## src/rtl/core/tts_pkg.sv

```systemverilog
// Shared types and codes for the timed task scheduler.
package tts_pkg;

   localparam logic [2:0] OP_STEP   = 3'd0;
   localparam logic [2:0] OP_IMMED  = 3'd1;
   localparam logic [2:0] OP_IRQ    = 3'd2;
   localparam logic [2:0] OP_UNTIL  = 3'd3;
   localparam logic [2:0] OP_FOR    = 3'd4;
   localparam logic [2:0] OP_REMOVE = 3'd5;
   // Unassigned opcodes: no effect on any store.
   localparam logic [2:0] OP_RSVD6  = 3'd6;
   localparam logic [2:0] OP_RSVD7  = 3'd7;

   localparam logic [2:0] SRC_IRQ      = 3'd0;
   localparam logic [2:0] SRC_DEFERRED = 3'd1;
   localparam logic [2:0] SRC_IMMED    = 3'd2;
   localparam logic [2:0] SRC_IDLE     = 3'd3;
   localparam logic [2:0] SRC_NONE     = 3'd4;

   localparam logic [1:0] ST_OK        = 2'd0;
   localparam logic [1:0] ST_FULL      = 2'd1;
   localparam logic [1:0] ST_NOT_FOUND = 2'd2;

   localparam logic CSR_IDLE_ID     = 1'b0;
   localparam logic CSR_IDLE_ENABLE = 1'b1;

   typedef struct packed {
      logic [2:0]  opcode;
      logic [7:0]  task_id;
      logic [31:0] time_value;
      logic [31:0] now;
   } req_type;

   typedef struct packed {
      logic [7:0] chosen_task;
      logic       chosen_valid;
      logic [2:0] chosen_source;
      logic [1:0] status;
      logic [7:0] deferred_head_task;
      logic       next_deferred_valid;
   } rsp_type;

   // Deferred entry: due time and task id.
   typedef struct packed {
      logic [31:0] due;
      logic [7:0]  task_id;
   } dentry_type;

endpackage

```

## src/rtl/core/tts_ram.sv

```systemverilog
// Generic single-port-write, single-port-read RAM with registered read.
module tts_ram #(
   parameter int WIDTH = 8,
   parameter int DEPTH = 16
) (
   input  logic                     clock,
   input  logic                     wr_en,
   input  logic [$clog2(DEPTH > 1 ? DEPTH : 2)-1:0] wr_addr,
   input  logic [WIDTH-1:0]         wr_data,
   input  logic [$clog2(DEPTH > 1 ? DEPTH : 2)-1:0] rd_addr,
   output logic [WIDTH-1:0]         rd_data
);
   logic [WIDTH-1:0] mem [DEPTH];

   always_ff @(posedge clock) begin
      if (wr_en) begin
         mem[wr_addr] <= wr_data;
      end
      rd_data <= mem[rd_addr];
   end
endmodule

```

## src/rtl/core/tts_fifo.sv

```systemverilog
// Task-id FIFO built on the generic RAM, with a registered head word.
module tts_fifo #(
   parameter int DEPTH = 8
) (
   input  logic       clock,
   input  logic       reset,
   input  logic       push,
   input  logic [7:0] push_data,
   input  logic       pop,
   output logic       empty,
   output logic       full,
   output logic [7:0] head_data
);
   localparam int AW = $clog2(DEPTH > 1 ? DEPTH : 2);
   localparam int CW = $clog2(DEPTH + 1);

   logic [AW-1:0] rd_ptr_ff, rd_ptr_in, wr_ptr_ff, wr_ptr_in;
   logic [CW-1:0] count_ff, count_in;

   function automatic logic [AW-1:0] incr(input logic [AW-1:0] p);
      logic [AW-1:0] r;
      if (p == AW'(DEPTH - 1)) r = '0;
      else r = p + AW'(1);
      return r;
   endfunction

   always_comb begin
      rd_ptr_in = rd_ptr_ff;
      wr_ptr_in = wr_ptr_ff;
      count_in  = count_ff;
      if (push) begin
         wr_ptr_in = incr(wr_ptr_ff);
         count_in  = count_in + CW'(1);
      end
      if (pop) begin
         rd_ptr_in = incr(rd_ptr_ff);
         count_in  = count_in - CW'(1);
      end
   end

   always_ff @(posedge clock) begin
      if (reset) begin
         rd_ptr_ff <= '0;
         wr_ptr_ff <= '0;
         count_ff  <= '0;
      end else begin
         rd_ptr_ff <= rd_ptr_in;
         wr_ptr_ff <= wr_ptr_in;
         count_ff  <= count_in;
      end
   end

   assign empty = (count_ff == '0);
   assign full  = (count_ff == CW'(DEPTH));

   // Read address follows the next pointer so the head word is registered as the pointer moves.
   tts_ram #(.WIDTH(8), .DEPTH(DEPTH)) u_ram (
      .clock   (clock),
      .wr_en   (push),
      .wr_addr (wr_ptr_ff),
      .wr_data (push_data),
      .rd_addr (rd_ptr_in),
      .rd_data (head_data)
   );
endmodule

```

## src/rtl/core/timed_task_scheduler_unit.sv

```systemverilog
// Timed task scheduler top level: sequencer, FIFOs and sorted deferred list.
// Sequence: each request passes S_HEAD_RD, S_DECIDE, S_HEAD_FIN and S_HEAD_WAIT to S_RESP;
// a defer or remove may walk the deferred list (fill at most DEFERRED_DEPTH) in between.
// Throughput: one request at a time, the next taken the cycle after the response
// beat; the deferred walk, one read and at most one write per entry, dominates.
// Reset: synchronous, active high; counts and pointers clear, RAMs do not.
module timed_task_scheduler_unit #(
   parameter int IRQ_DEPTH      = 8,
   parameter int IMMED_DEPTH    = 16,
   parameter int DEFERRED_DEPTH = 16
) (
   input  logic             clock,
   input  logic             reset,
   input  logic             req_valid,
   output logic             req_ready,
   input  tts_pkg::req_type req_data,
   output logic             rsp_valid,
   input  logic             rsp_ready,
   output tts_pkg::rsp_type rsp_data,
   input  logic             csr_valid,
   output logic             csr_ready,
   input  logic [0:0]       csr_index,
   input  logic [7:0]       csr_wdata
);
   import tts_pkg::*;

   localparam int DW = $clog2(DEFERRED_DEPTH > 1 ? DEFERRED_DEPTH : 2);
   localparam int DC = $clog2(DEFERRED_DEPTH + 1);

   // States of the sequencer. The deferred list lives in a RAM with index
   // count-1 as the head, exactly as a sorted array with the due-first
   // entry on top. Insert walks downward from the top shifting entries up;
   // remove walks upward compacting entries that do not match.
   typedef enum logic [3:0] {
      S_IDLE, S_HEAD_RD, S_DECIDE, S_INS_RD, S_INS_CMP,
      S_REM_RD, S_REM_CMP, S_HEAD_FIN, S_HEAD_WAIT, S_RESP
   } state_type;

   state_type     state_ff;
   req_type       req_ff;
   rsp_type       rsp_ff;
   logic [7:0]    idle_id_ff;
   logic          idle_en_ff;
   logic [DC-1:0] dcount_ff;
   logic [DC-1:0] idx_ff;      // walk position (read pointer)
   logic [DC-1:0] widx_ff;     // compaction write pointer
   logic          found_ff;
   logic [31:0]   due_ff;

   // Deferred RAM ports.
   logic          dram_we;
   logic [DW-1:0] dram_waddr, dram_raddr;
   dentry_type    dram_wdata, dram_rdata;

   // FIFO controls.
   logic irq_push, irq_pop, irq_empty, irq_full;
   logic imm_push, imm_pop, imm_empty, imm_full;
   logic [7:0] irq_head, imm_head;

   // Shared comparator: a precedes b when a - b is negative.
   logic [31:0] cmp_a, cmp_b, cmp_diff;
   logic        cmp_prec;
   assign cmp_diff = cmp_a - cmp_b;
   assign cmp_prec = cmp_diff[31];

   assign req_ready = (state_ff == S_IDLE);
   assign csr_ready = 1'b1;
   assign rsp_valid = (state_ff == S_RESP);
   assign rsp_data  = rsp_ff;

   logic [DC-1:0] top_idx;
   assign top_idx = dcount_ff - DC'(1);

   always_comb begin
      dram_raddr = idx_ff[DW-1:0];
      cmp_a      = due_ff;
      cmp_b      = dram_rdata.due;
      if (state_ff == S_DECIDE) begin
         cmp_a = req_ff.now;
      end
      // The count is final here, so the head of the list is read for the response.
      if (state_ff == S_HEAD_FIN) begin
         dram_raddr = top_idx[DW-1:0];
      end
   end

   assign irq_push = (state_ff == S_DECIDE) && (req_ff.opcode == OP_IRQ) && !irq_full;
   assign imm_push = (state_ff == S_DECIDE) && (req_ff.opcode == OP_IMMED) && !imm_full;
   assign irq_pop  = (state_ff == S_DECIDE) && (req_ff.opcode == OP_STEP) && !irq_empty;
   assign imm_pop  = (state_ff == S_DECIDE) && (req_ff.opcode == OP_STEP) && irq_empty
                     && !((dcount_ff != '0) && !cmp_prec) && !imm_empty;

   always_comb begin
      dram_we    = 1'b0;
      dram_waddr = idx_ff[DW-1:0];
      dram_wdata = dram_rdata;
      case (state_ff)
         S_INS_CMP: begin
            dram_we = 1'b1;
            if ((widx_ff != '0) && !cmp_prec) begin
               dram_waddr = widx_ff[DW-1:0];
               dram_wdata = dram_rdata;
            end else begin
               dram_waddr = widx_ff[DW-1:0];
               dram_wdata = '{due: due_ff, task_id: req_ff.task_id};
            end
         end
         S_REM_CMP: begin
            dram_we    = (dram_rdata.task_id != req_ff.task_id);
            dram_waddr = widx_ff[DW-1:0];
         end
         default: ;
      endcase
   end

   always_ff @(posedge clock) begin
      if (reset) begin
         state_ff   <= S_IDLE;
         idle_id_ff <= '0;
         idle_en_ff <= 1'b0;
         dcount_ff  <= '0;
         idx_ff     <= '0;
         widx_ff    <= '0;
         found_ff   <= 1'b0;
      end else begin
         if (csr_valid && csr_ready) begin
            case (csr_index)
               CSR_IDLE_ID:     idle_id_ff <= csr_wdata;
               CSR_IDLE_ENABLE: idle_en_ff <= csr_wdata[0];
               default: ;
            endcase
         end
         case (state_ff)
            S_IDLE: begin
               if (req_valid) begin
                  req_ff   <= req_data;
                  idx_ff   <= dcount_ff - DC'(1);
                  state_ff <= S_HEAD_RD;
               end
            end
            S_HEAD_RD: begin
               // RAM presents the head entry next cycle.
               state_ff <= S_DECIDE;
            end
            S_DECIDE: begin
               rsp_ff.chosen_task   <= '0;
               rsp_ff.chosen_valid  <= 1'b0;
               rsp_ff.chosen_source <= SRC_NONE;
               rsp_ff.status        <= ST_OK;
               state_ff             <= S_HEAD_FIN;
               case (req_ff.opcode)
                  OP_STEP: begin
                     rsp_ff.chosen_valid <= 1'b1;
                     if (!irq_empty) begin
                        rsp_ff.chosen_task   <= irq_head;
                        rsp_ff.chosen_source <= SRC_IRQ;
                     end else if ((dcount_ff != '0) && !cmp_prec) begin
                        rsp_ff.chosen_task   <= dram_rdata.task_id;
                        rsp_ff.chosen_source <= SRC_DEFERRED;
                        dcount_ff            <= dcount_ff - DC'(1);
                     end else if (!imm_empty) begin
                        rsp_ff.chosen_task   <= imm_head;
                        rsp_ff.chosen_source <= SRC_IMMED;
                     end else if (idle_en_ff) begin
                        rsp_ff.chosen_task   <= idle_id_ff;
                        rsp_ff.chosen_source <= SRC_IDLE;
                     end else begin
                        rsp_ff.chosen_valid  <= 1'b0;
                     end
                  end
                  OP_IMMED: if (imm_full) rsp_ff.status <= ST_FULL;
                  OP_IRQ:   if (irq_full) rsp_ff.status <= ST_FULL;
                  OP_UNTIL, OP_FOR: begin
                     due_ff <= (req_ff.opcode == OP_FOR) ?
                               req_ff.now + req_ff.time_value : req_ff.time_value;
                     if (dcount_ff == DC'(DEFERRED_DEPTH)) begin
                        rsp_ff.status <= ST_FULL;
                     end else begin
                        // widx is the slot being opened; idx reads the one below.
                        widx_ff  <= dcount_ff;
                        idx_ff   <= dcount_ff - DC'(1);
                        state_ff <= (dcount_ff == '0) ? S_INS_CMP : S_INS_RD;
                     end
                  end
                  OP_REMOVE: begin
                     found_ff <= 1'b0;
                     widx_ff  <= '0;
                     idx_ff   <= '0;
                     state_ff <= (dcount_ff == '0) ? S_HEAD_FIN : S_REM_RD;
                     if (dcount_ff == '0) rsp_ff.status <= ST_NOT_FOUND;
                  end
                  default: ;
               endcase
            end
            S_INS_RD: state_ff <= S_INS_CMP;
            S_INS_CMP: begin
               // Entry below moves up when the new time does not precede it.
               if ((widx_ff != '0) && !cmp_prec) begin
                  widx_ff  <= widx_ff - DC'(1);
                  idx_ff   <= widx_ff - DC'(2);
                  state_ff <= (widx_ff == DC'(1)) ? S_INS_CMP : S_INS_RD;
               end else begin
                  dcount_ff <= dcount_ff + DC'(1);
                  state_ff  <= S_HEAD_FIN;
               end
            end
            S_REM_RD: state_ff <= S_REM_CMP;
            S_REM_CMP: begin
               if (dram_rdata.task_id == req_ff.task_id) found_ff <= 1'b1;
               else widx_ff <= widx_ff + DC'(1);
               if (idx_ff == top_idx) begin
                  dcount_ff <= (dram_rdata.task_id == req_ff.task_id) ?
                               widx_ff : widx_ff + DC'(1);
                  if (!found_ff && dram_rdata.task_id != req_ff.task_id)
                     rsp_ff.status <= ST_NOT_FOUND;
                  state_ff <= S_HEAD_FIN;
               end else begin
                  idx_ff   <= idx_ff + DC'(1);
                  state_ff <= S_REM_RD;
               end
            end
            S_HEAD_FIN: begin
               state_ff <= S_HEAD_WAIT;
            end
            S_HEAD_WAIT: begin
               // The new head arrives from the RAM; capture it for the response.
               rsp_ff.next_deferred_valid <= (dcount_ff != '0);
               rsp_ff.deferred_head_task  <= (dcount_ff != '0) ? dram_rdata.task_id : '0;
               state_ff                   <= S_RESP;
            end
            S_RESP: begin
               if (rsp_ready) state_ff <= S_IDLE;
            end
            default: state_ff <= S_IDLE;
         endcase
      end
   end

   tts_ram #(.WIDTH($bits(dentry_type)), .DEPTH(DEFERRED_DEPTH)) u_dram (
      .clock   (clock),
      .wr_en   (dram_we),
      .wr_addr (dram_waddr),
      .wr_data (dram_wdata),
      .rd_addr (dram_raddr),
      .rd_data (dram_rdata)
   );

   tts_fifo #(.DEPTH(IRQ_DEPTH)) u_irq (
      .clock(clock), .reset(reset), .push(irq_push), .push_data(req_ff.task_id),
      .pop(irq_pop), .empty(irq_empty), .full(irq_full), .head_data(irq_head)
   );

   tts_fifo #(.DEPTH(IMMED_DEPTH)) u_imm (
      .clock(clock), .reset(reset), .push(imm_push), .push_data(req_ff.task_id),
      .pop(imm_pop), .empty(imm_empty), .full(imm_full), .head_data(imm_head)
   );
endmodule

```

## config.mk

```make
export PLATFORM = sky130hd
export DESIGN_NAME = timed_task_scheduler_unit
export DESIGN_NICKNAME = d
export VERILOG_FILES = /design/src/rtl/core/tts_pkg.sv /design/src/rtl/core/tts_ram.sv /design/src/rtl/core/tts_fifo.sv /design/src/rtl/core/timed_task_scheduler_unit.sv
export SDC_FILE = /design/constraint.sdc
export NUM_CORES = 1
export LEC_CHECK = 0
export CAP_MARGIN = 20
export CORE_ASPECT_RATIO = 1.75
export CORE_MARGIN = 2
export CORE_UTILIZATION = 25
export DETAILED_ROUTE_END_ITERATION = 12
export DONT_BUFFER_PORTS = 1
export PLACE_DENSITY = 0.35
export SLEW_MARGIN = 20
export SYNTH_ARGS = -nofsm -noshare
export SYNTH_HDL_FRONTEND = slang
export SYNTH_SLANG_ARGS = --single-unit
```

## constraint.sdc

```tcl
create_clock -name clock -period 7.59 [get_ports clock]
set_clock_uncertainty 0.1 [all_clocks]
set_input_delay 0 -clock clock [delete_from_list [all_inputs] [get_ports clock]]
set_output_delay 0 -clock clock [all_outputs]
set_load 0.02 [all_outputs]
```

==> Word-level counts from Yosys, hierarchy flattened <==
Memories as Yosys holds them, arrays and structs flattened. A register that Yosys moved wholly into a read port is not among the register bits.
Cells that the tools add are included.
{ "totals": {"reg_bits": 182, "latch_bits": 0, "mem_bits_rw": 832, "rom_bits": 0, "out_inout_bits": 26, "word_cells": 206, "n_memories": 3} }
{ "classes": {"addsub": 16, "n_mul": 0, "n_div": 0, "n_lt_le_gt_ge": 0, "n_eq_ne": 39, "shifts": 0, "mux": 73, "bitwise": 4, "n_reduce_logical": 45} }
{ "memory_table": {"columns": ["memory", "depth", "width", "rd", "rd_clocked_by_memory_dff", "wr", "line_no", "rtl"], "rows": [
  ["u_dram.mem", 16, 40, 1, 1, 1, "tts_ram.sv:13", "logic [WIDTH-1:0] mem [DEPTH];"],
  ["u_imm.u_ram.mem", 16, 8, 1, 1, 1, "tts_ram.sv:13", null],
  ["u_irq.u_ram.mem", 8, 8, 1, 1, 1, "tts_ram.sv:13", null]
]} }
{ "op_table": {"columns": ["operator", "n"], "rows": [
  ["40-bit 2-to-1 mux", 2],
  ["5-bit 2-to-1 mux", 14],
  ["32-bit 2-to-1 mux", 2],
  ["4-bit case mux with 10 select lines", 1],
  ["4-bit 2-to-1 mux", 9],
  ["3-bit 2-to-1 mux", 11],
  ["32-bit adder", 1],
  ["8-bit 2-to-1 mux", 4],
  ["32-bit subtractor", 1],
  ["5-bit case mux with 3 select lines", 2],
  ["5-bit by 1-bit adder with 5-bit output (second input constant)", 4],
  ["4-bit equality test (second input constant)", 5],
  ["5-bit case mux with 2 select lines", 2],
  ["5-bit case mux with 4 select lines", 1],
  ["4-bit by 3-bit equality test with 1-bit output (second input constant)", 4],
  ["2-bit != test (second input constant)", 8],
  ["1-bit 2-to-1 mux", 15],
  ["5-bit by 1-bit subtractor with 5-bit output (second input constant)", 3],
  ["4-bit by 1-bit adder with 4-bit output (second input constant)", 3],
  ["3-bit equality test (second input constant)", 4],
  ["1-bit logical AND", 12],
  ["2-bit AND reduction", 6],
  ["6-bit AND reduction", 2],
  ["5-bit equality test (second input constant)", 2],
  ["32 further kinds", 59]
]} }

==> Depth between registers and ports, before layout <==
{ "logic_depth": {"ltp_word": 9, "ltp_mapped": 21, "mapped_depth_nobuf": 16} }

==> Modules after synthesis <==
From an unflattened synthesis, not the netlist that was laid out.
{ "hier_totals": {"cells_unflattened": 2584, "hier_area_um2": 44485.2} }
{ "by_module_without_submodules": {"columns": ["module", "instances", "cells_each", "area_per_inst_um2"], "rows": [
  ["tts_ram at u_dram", 1, 1040, 25131.6],
  ["timed_task_scheduler_unit", 1, 1063, 10214.8],
  ["tts_ram at u_imm.u_ram", 1, 229, 5147.4],
  ["tts_ram at u_irq.u_ram", 1, 114, 2691.3],
  ["tts_fifo at u_imm", 1, 81, 729.4],
  ["tts_fifo at u_irq", 1, 57, 570.5]
]} }

==> Worst setup path before layout <==
Ideal clock, no wire load.
{ "synth_timing": {"kind": "register -> register", "startpoint": "register state_ff[3]", "endpoint": "register u_imm.u_ram.rd_data[4], read port of u_imm.u_ram.mem", "arrival_ns": 4.774, "required_ns": 7.356, "slack_ns": 2.582, "path_stages_with_launch": 21, "period_less_slack_ns": 5.008, "cell_sequence": "dfxtp_1 -> buf_2 -> nor4b_4 -> clkbuf_1 -> clkbuf_1 -> nand2_1 -> nand2_1 -> ha_1 -> a2111oi_0 -> o21ai_0 -> o32ai_1 -> o211ai_1 -> or4b_1 -> and3_1 -> a311o_1 -> nand2_2 -> buf_4 -> buf_2 -> mux2i_1 -> o22ai_1 -> or4_1"} }
{ "synth_via": {"elab_chain_cells": 9, "word_cells_on_any_way": 11, "classes_between": "1 x add/sub; 1 x eq/ne; 2 x mux; 7 x reduce/logical"} }
{ "synth_lines": {"columns": ["element", "line_no", "rtl"], "rows": [
  ["start, declared", "timed_task_scheduler_unit.sv:39", "state_type state_ff;"],
  ["start signal, assigned", "timed_task_scheduler_unit.sv:182", "state_ff <= (dcount_ff == '0) ? S_INS_CMP : S_INS_RD;"],
  ["start signal, assigned", "timed_task_scheduler_unit.sv:189", "state_ff <= (dcount_ff == '0) ? S_HEAD_FIN : S_REM_RD;"],
  ["start signal, assigned", "timed_task_scheduler_unit.sv:201", "state_ff <= (widx_ff == DC'(1)) ? S_INS_CMP : S_INS_RD;"],
  ["4-bit by 2-bit equality test with 1-bit output (*)", "timed_task_scheduler_unit.sv:78, timed_task_scheduler_unit.sv:90", null],
  ["32-bit 2-to-1 mux", "timed_task_scheduler_unit.sv:78", "if (state_ff == S_DECIDE) begin"],
  ["32-bit subtractor", "timed_task_scheduler_unit.sv:63", "assign cmp_diff = cmp_a - cmp_b;"],
  ["1-bit zero test", "timed_task_scheduler_unit.sv:91", "&& !((dcount_ff != '0) && !cmp_prec) && !imm_empty;"],
  ["1-bit logical AND", "timed_task_scheduler_unit.sv:91", null],
  ["1-bit zero test", "timed_task_scheduler_unit.sv:91", null],
  ["1-bit logical AND (*) (2 in a row)", "timed_task_scheduler_unit.sv:91", null],
  ["4-bit 2-to-1 mux (*)", "tts_fifo.sv:35", "if (pop) begin"],
  ["end, declared", "tts_ram.sv:11", "output logic [WIDTH-1:0] rd_data"]
]} }
Every way passes the cells marked *; elsewhere a longest branch is shown, timed or not.
A chain may end at the register's enable or synchronous reset.

==> Worst setup path in the final report <==
{ "layout_timing": {"startpoint": "register state_ff[0]", "endpoint": "register u_imm.u_ram.rd_data[4], read port of u_imm.u_ram.mem"} }
Same word-level chain as after synthesis.

==> summary.md <==
| Metric | Value |
|---|---|
| Pin count of the biggest net entering global routing | `roughly 120` |
| Seq/Total Area, Yosys | `0.696` |
| Buffers on Ports | `0` |
| Vias/cell | `roughly 4.5` |
| Synthesized cell area | `between 40000 and 50000 µm²` |
| GRT Overall Usage | `0.143` |
| Count leader, synth | `edfxtp_1` |
| Top cell by count, worst path | `nand2_1` |
| Root Driver | `clkbuf_16` |
| Core area | `178000 µm²` |
| Die Height | `563 µm` |
| Clock tree buffer depth | `3` |
| CP required | `8100 ps` |
| Crit path max-delay family | `simple AND/OR/NAND/NOR gates` |
| WP buf/inv | `2` |
| Most common library cells after synthesis | `edfxtp_1, nand2_1, mux4_2, nor2_1, a21oi_1` |
| Full die area | `approximately 180000 µm²` |
| Global route overflow | `0` |
| Synth top area share | `0.647` |
| Count of final setup violators | `0` |
| Syn. warnings | `0` |
| Crit path kind | `flip-flop to flip-flop` |
| Layout cells sized above 1 | `0.162` |
| Status | `finished, final reports clean` |
| Site Rows | `between 200 and 250` |
| Initial drt markers | `~1500` |
| Slew Viols, Final | `0` |
| PnR worst setup slack | `about 1400 ps` |
| FILL cells | `approximately 17000` |
| Tmin final | `6230 ps` |
| Post-synthesis async set-or-reset flop share | `0` |
| Final setup TNS | `0 ps` |
| Post-synth EDFFs | `around 960` |
| Most area-consuming cells after synthesis | `edfxtp_1, mux4_2, dfxtp_1` |
| Routed len/inst | `around 24 µm` |
| Unique masters post-synth | `70` |
| Starting density of the core | `0.251` |
| Synth Register Bits | `1070` |
| Global-route wire length before repair | `approximately 190 mm` |
| Fmax | `between 150 and 200 MHz` |
| Final net count | `roughly 3200` |
| Power per cell area | `about 330 nW/µm²` |
| H-tree Lvls | `3` |
| WP data arrival | `just under 7000 ps` |
| FF/Latch Area | `approximately 31000 µm²` |
| Max Cap Viol | `0` |
| GPL Wtd Cong | `approximately 0.8` |
| # IOs | `about 120` |
| Via count | `24962` |
| Crit path launch type | `flip-flop` |
| Mapped Avg Cell Area | `between 15 and 20 µm²` |
| Post-DP HPWL | `a little over 80 mm` |
| Post-synth net total | `between 3000 and 4000` |
| DRC viols | `0` |
| Layout Cells excl Fill | `between 5000 and 6000` |
| Cells after synthesis | `2834` |
| First drt pass iteration count | `5` |
| P&R area growth vs syn | `19.6%` |
| Tcrit/Tclk final | `0.821` |
| Vias in the first global route | `~27000` |
| R2R setup slack | `1360 ps` |
| Post-route ant nets | `0` |
| Final hold vios | `0` |
| Worst skew pair latency | `around 760 ps` |
| Unrepaired setup endpoints after global routing | `no` |
| Clock sink total | `1070` |
| Placed cell area | `~48000 µm²` |
| Post-route design area | `53400 µm²` |
| Initial antenna violation count | `5` |
| Leakage | `between 0.015 and 0.02 µW` |
| Pre-CTS WS | `1390 ps` |
| DRT Wirelength | `130 mm` |
| Worst-path fanout max | `36` |
| Crit-path max cell delay | `a little over 700 ps` |
| Worst slew pin tran | `roughly 1100 ps` |
| DP Cell Count | `a little over 5000` |
| Hold Crit Class | `primary input to flip-flop` |
| CTS tree | `built` |
| Worst VDD drop | `about 0.25 mV` |
| Chip width | `323 µm` |
| CTS buffer count | `between 100 and 150` |
| Setup crit end kind | `flip-flop` |
| Footprint of the multi-input gates | `approximately 13000 µm²` |
| Rel. slew slack | `0.285` |
| Main synth FF type | `edfxtp_1` |
| Clk slew on worst S/H paths | `roughly 60 ps` |
| Critical path cell sequence | `nor2_1 > nand3_2 > buf_12 > nand2_1 > nand2_1 > ha_1 > a21oi_1 > o21ai_0 > a211oi_2 > o311ai_1 > buf_4 > or4b_1 > and3_1 > a311o_1 > nand2_2 > mux2_2 > a22o_1 > or4_1` |
| CTS resizes | `0` |
| Largest area contributor in the netlist | `edfxtp_1` |
| Crit-path slowest cell | `nand2_2` |
==> through the flow <==
step	power, µW	hold WS, ps	util
after floorplan	10700	-1.13	-
after global placement	12300	-10.5	0.269
after detailed placement	12400	-3.70	0.269
after CTS	18200	15.6	0.300
after global routing	18800	72.7	0.300
final	17800	107	0.300
==> cell families after synthesis <==
| family | synth area share |
|---|---|
| AOI/OAI and AO/OA | 0.0549 |
| xor gates and xnor gates | 0.0155 |
| adders and majority gates | 0.0248 |
| buffers and inverters | 0.0183 |
| DFF | 0.696 |
| muxes | 0.123 |
| other | 0.0000840 |
| and+or+nand+nor | 0.0680 |
==> worst register-to-register path, cell delays in order, from the launching register on <==
cell,delay [ps]
dfxtp_1,430
nor2_1,360
nand3_2,390
buf_12,340
nand2_1,110
nand2_1,60
ha_1,310
a21oi_1,150
o21ai_0,140
a211oi_2,300
o311ai_1,160
buf_4,190
or4b_1,520
and3_1,370
a311o_1,380
nand2_2,720
mux2_2,450
a22o_1,220
or4_1,420
==> layout by cell type, fill, tap and decap left out, types with 16 or more instances in the layout <==
cell type,synthesis,routed
edfxtp_1,962,962
nand2_1,280,278
dlygate4sd3_1,0,179
mux4_2,160,160
a21oi_1,126,122
nor2_1,137,120
clkbuf_16,0,111
dfxtp_1,108,108
mux2i_1,107,106
o21ai_0,87,87
ha_1,87,87
mux2_2,66,66
a211oi_1,64,64
inv_1,63,63
buf_4,5,60
nor2b_1,54,54
nand3_1,49,48
xnor2_1,42,42
xor2_1,37,37
nor3_1,28,25
clkinv_2,0,25
o22ai_1,23,23
a21o_1,22,22
clkbuf_1,110,22
nand4_1,20,20
nand2b_1,17,17
nor2_4,0,16
==> per-layer routing <==
| metal | vias to the layer above | share of wire | global-route usage |
|---|---|---|---|
| li1 | 11358 | - | - |
| met1 | 12942 | 0.40 | 0.166 |
| met2 | 520 | 0.54 | 0.268 |
| met3 | 140 | 0.035 | 0.0195 |
| met4 | 2 | 0.023 | 0.0441 |
| met5 | - | 0.00010 | 0 |
==> worst paths after layout <==
check,startpoint,to,depth (start not counted)
hold / removal,req_valid,state_ff[0],3
setup reg to reg,state_ff[0],u_imm.u_ram.rd_data[4],18
hold reg to reg,found_ff,found_ff,2
setup / recovery,state_ff[0],u_imm.u_ram.rd_data[4],18
==> layout make-up <==
type,instances,area share
Inverter,63,0.00443
Timing Repair Buffer,244,0.0440
Sequential cell,1070,0.582
Clock inverter,72,0.0151
Clock buffer,140,0.0554
Multi-Input combinational cell,1557,0.243
Tap cell,2380,0.0558
Antenna cell,3,0.000141
==> registers in the layout, indices dropped and copies added, names as in the netlist, 8 cells and up <==
signal	cells
u_dram.mem	640
u_imm.u_ram.mem	128
req_ff	75
u_irq.u_ram.mem	64
u_dram.rd_data	40
due_ff	32
rsp_data	23
idle_id_ff	8
u_imm.u_ram.rd_data	8
u_irq.u_ram.rd_data	8
==> power breakdown <==
| part | total (µW) | internal [µW] | switching (µW) |
|---|---|---|---|
| sequential | 7790 | 7440 | 345 |
| combinational | 4410 | 1660 | 2750 |
| clock | 5620 | 3220 | 2400 |
==> timing repair <==
item                                   in CTS  in global routing
buffers inserted                            0                  0
hold buffers                              180                  0
endpoints found under the hold margin     162                  0
(Power assumes the default switching activity.)
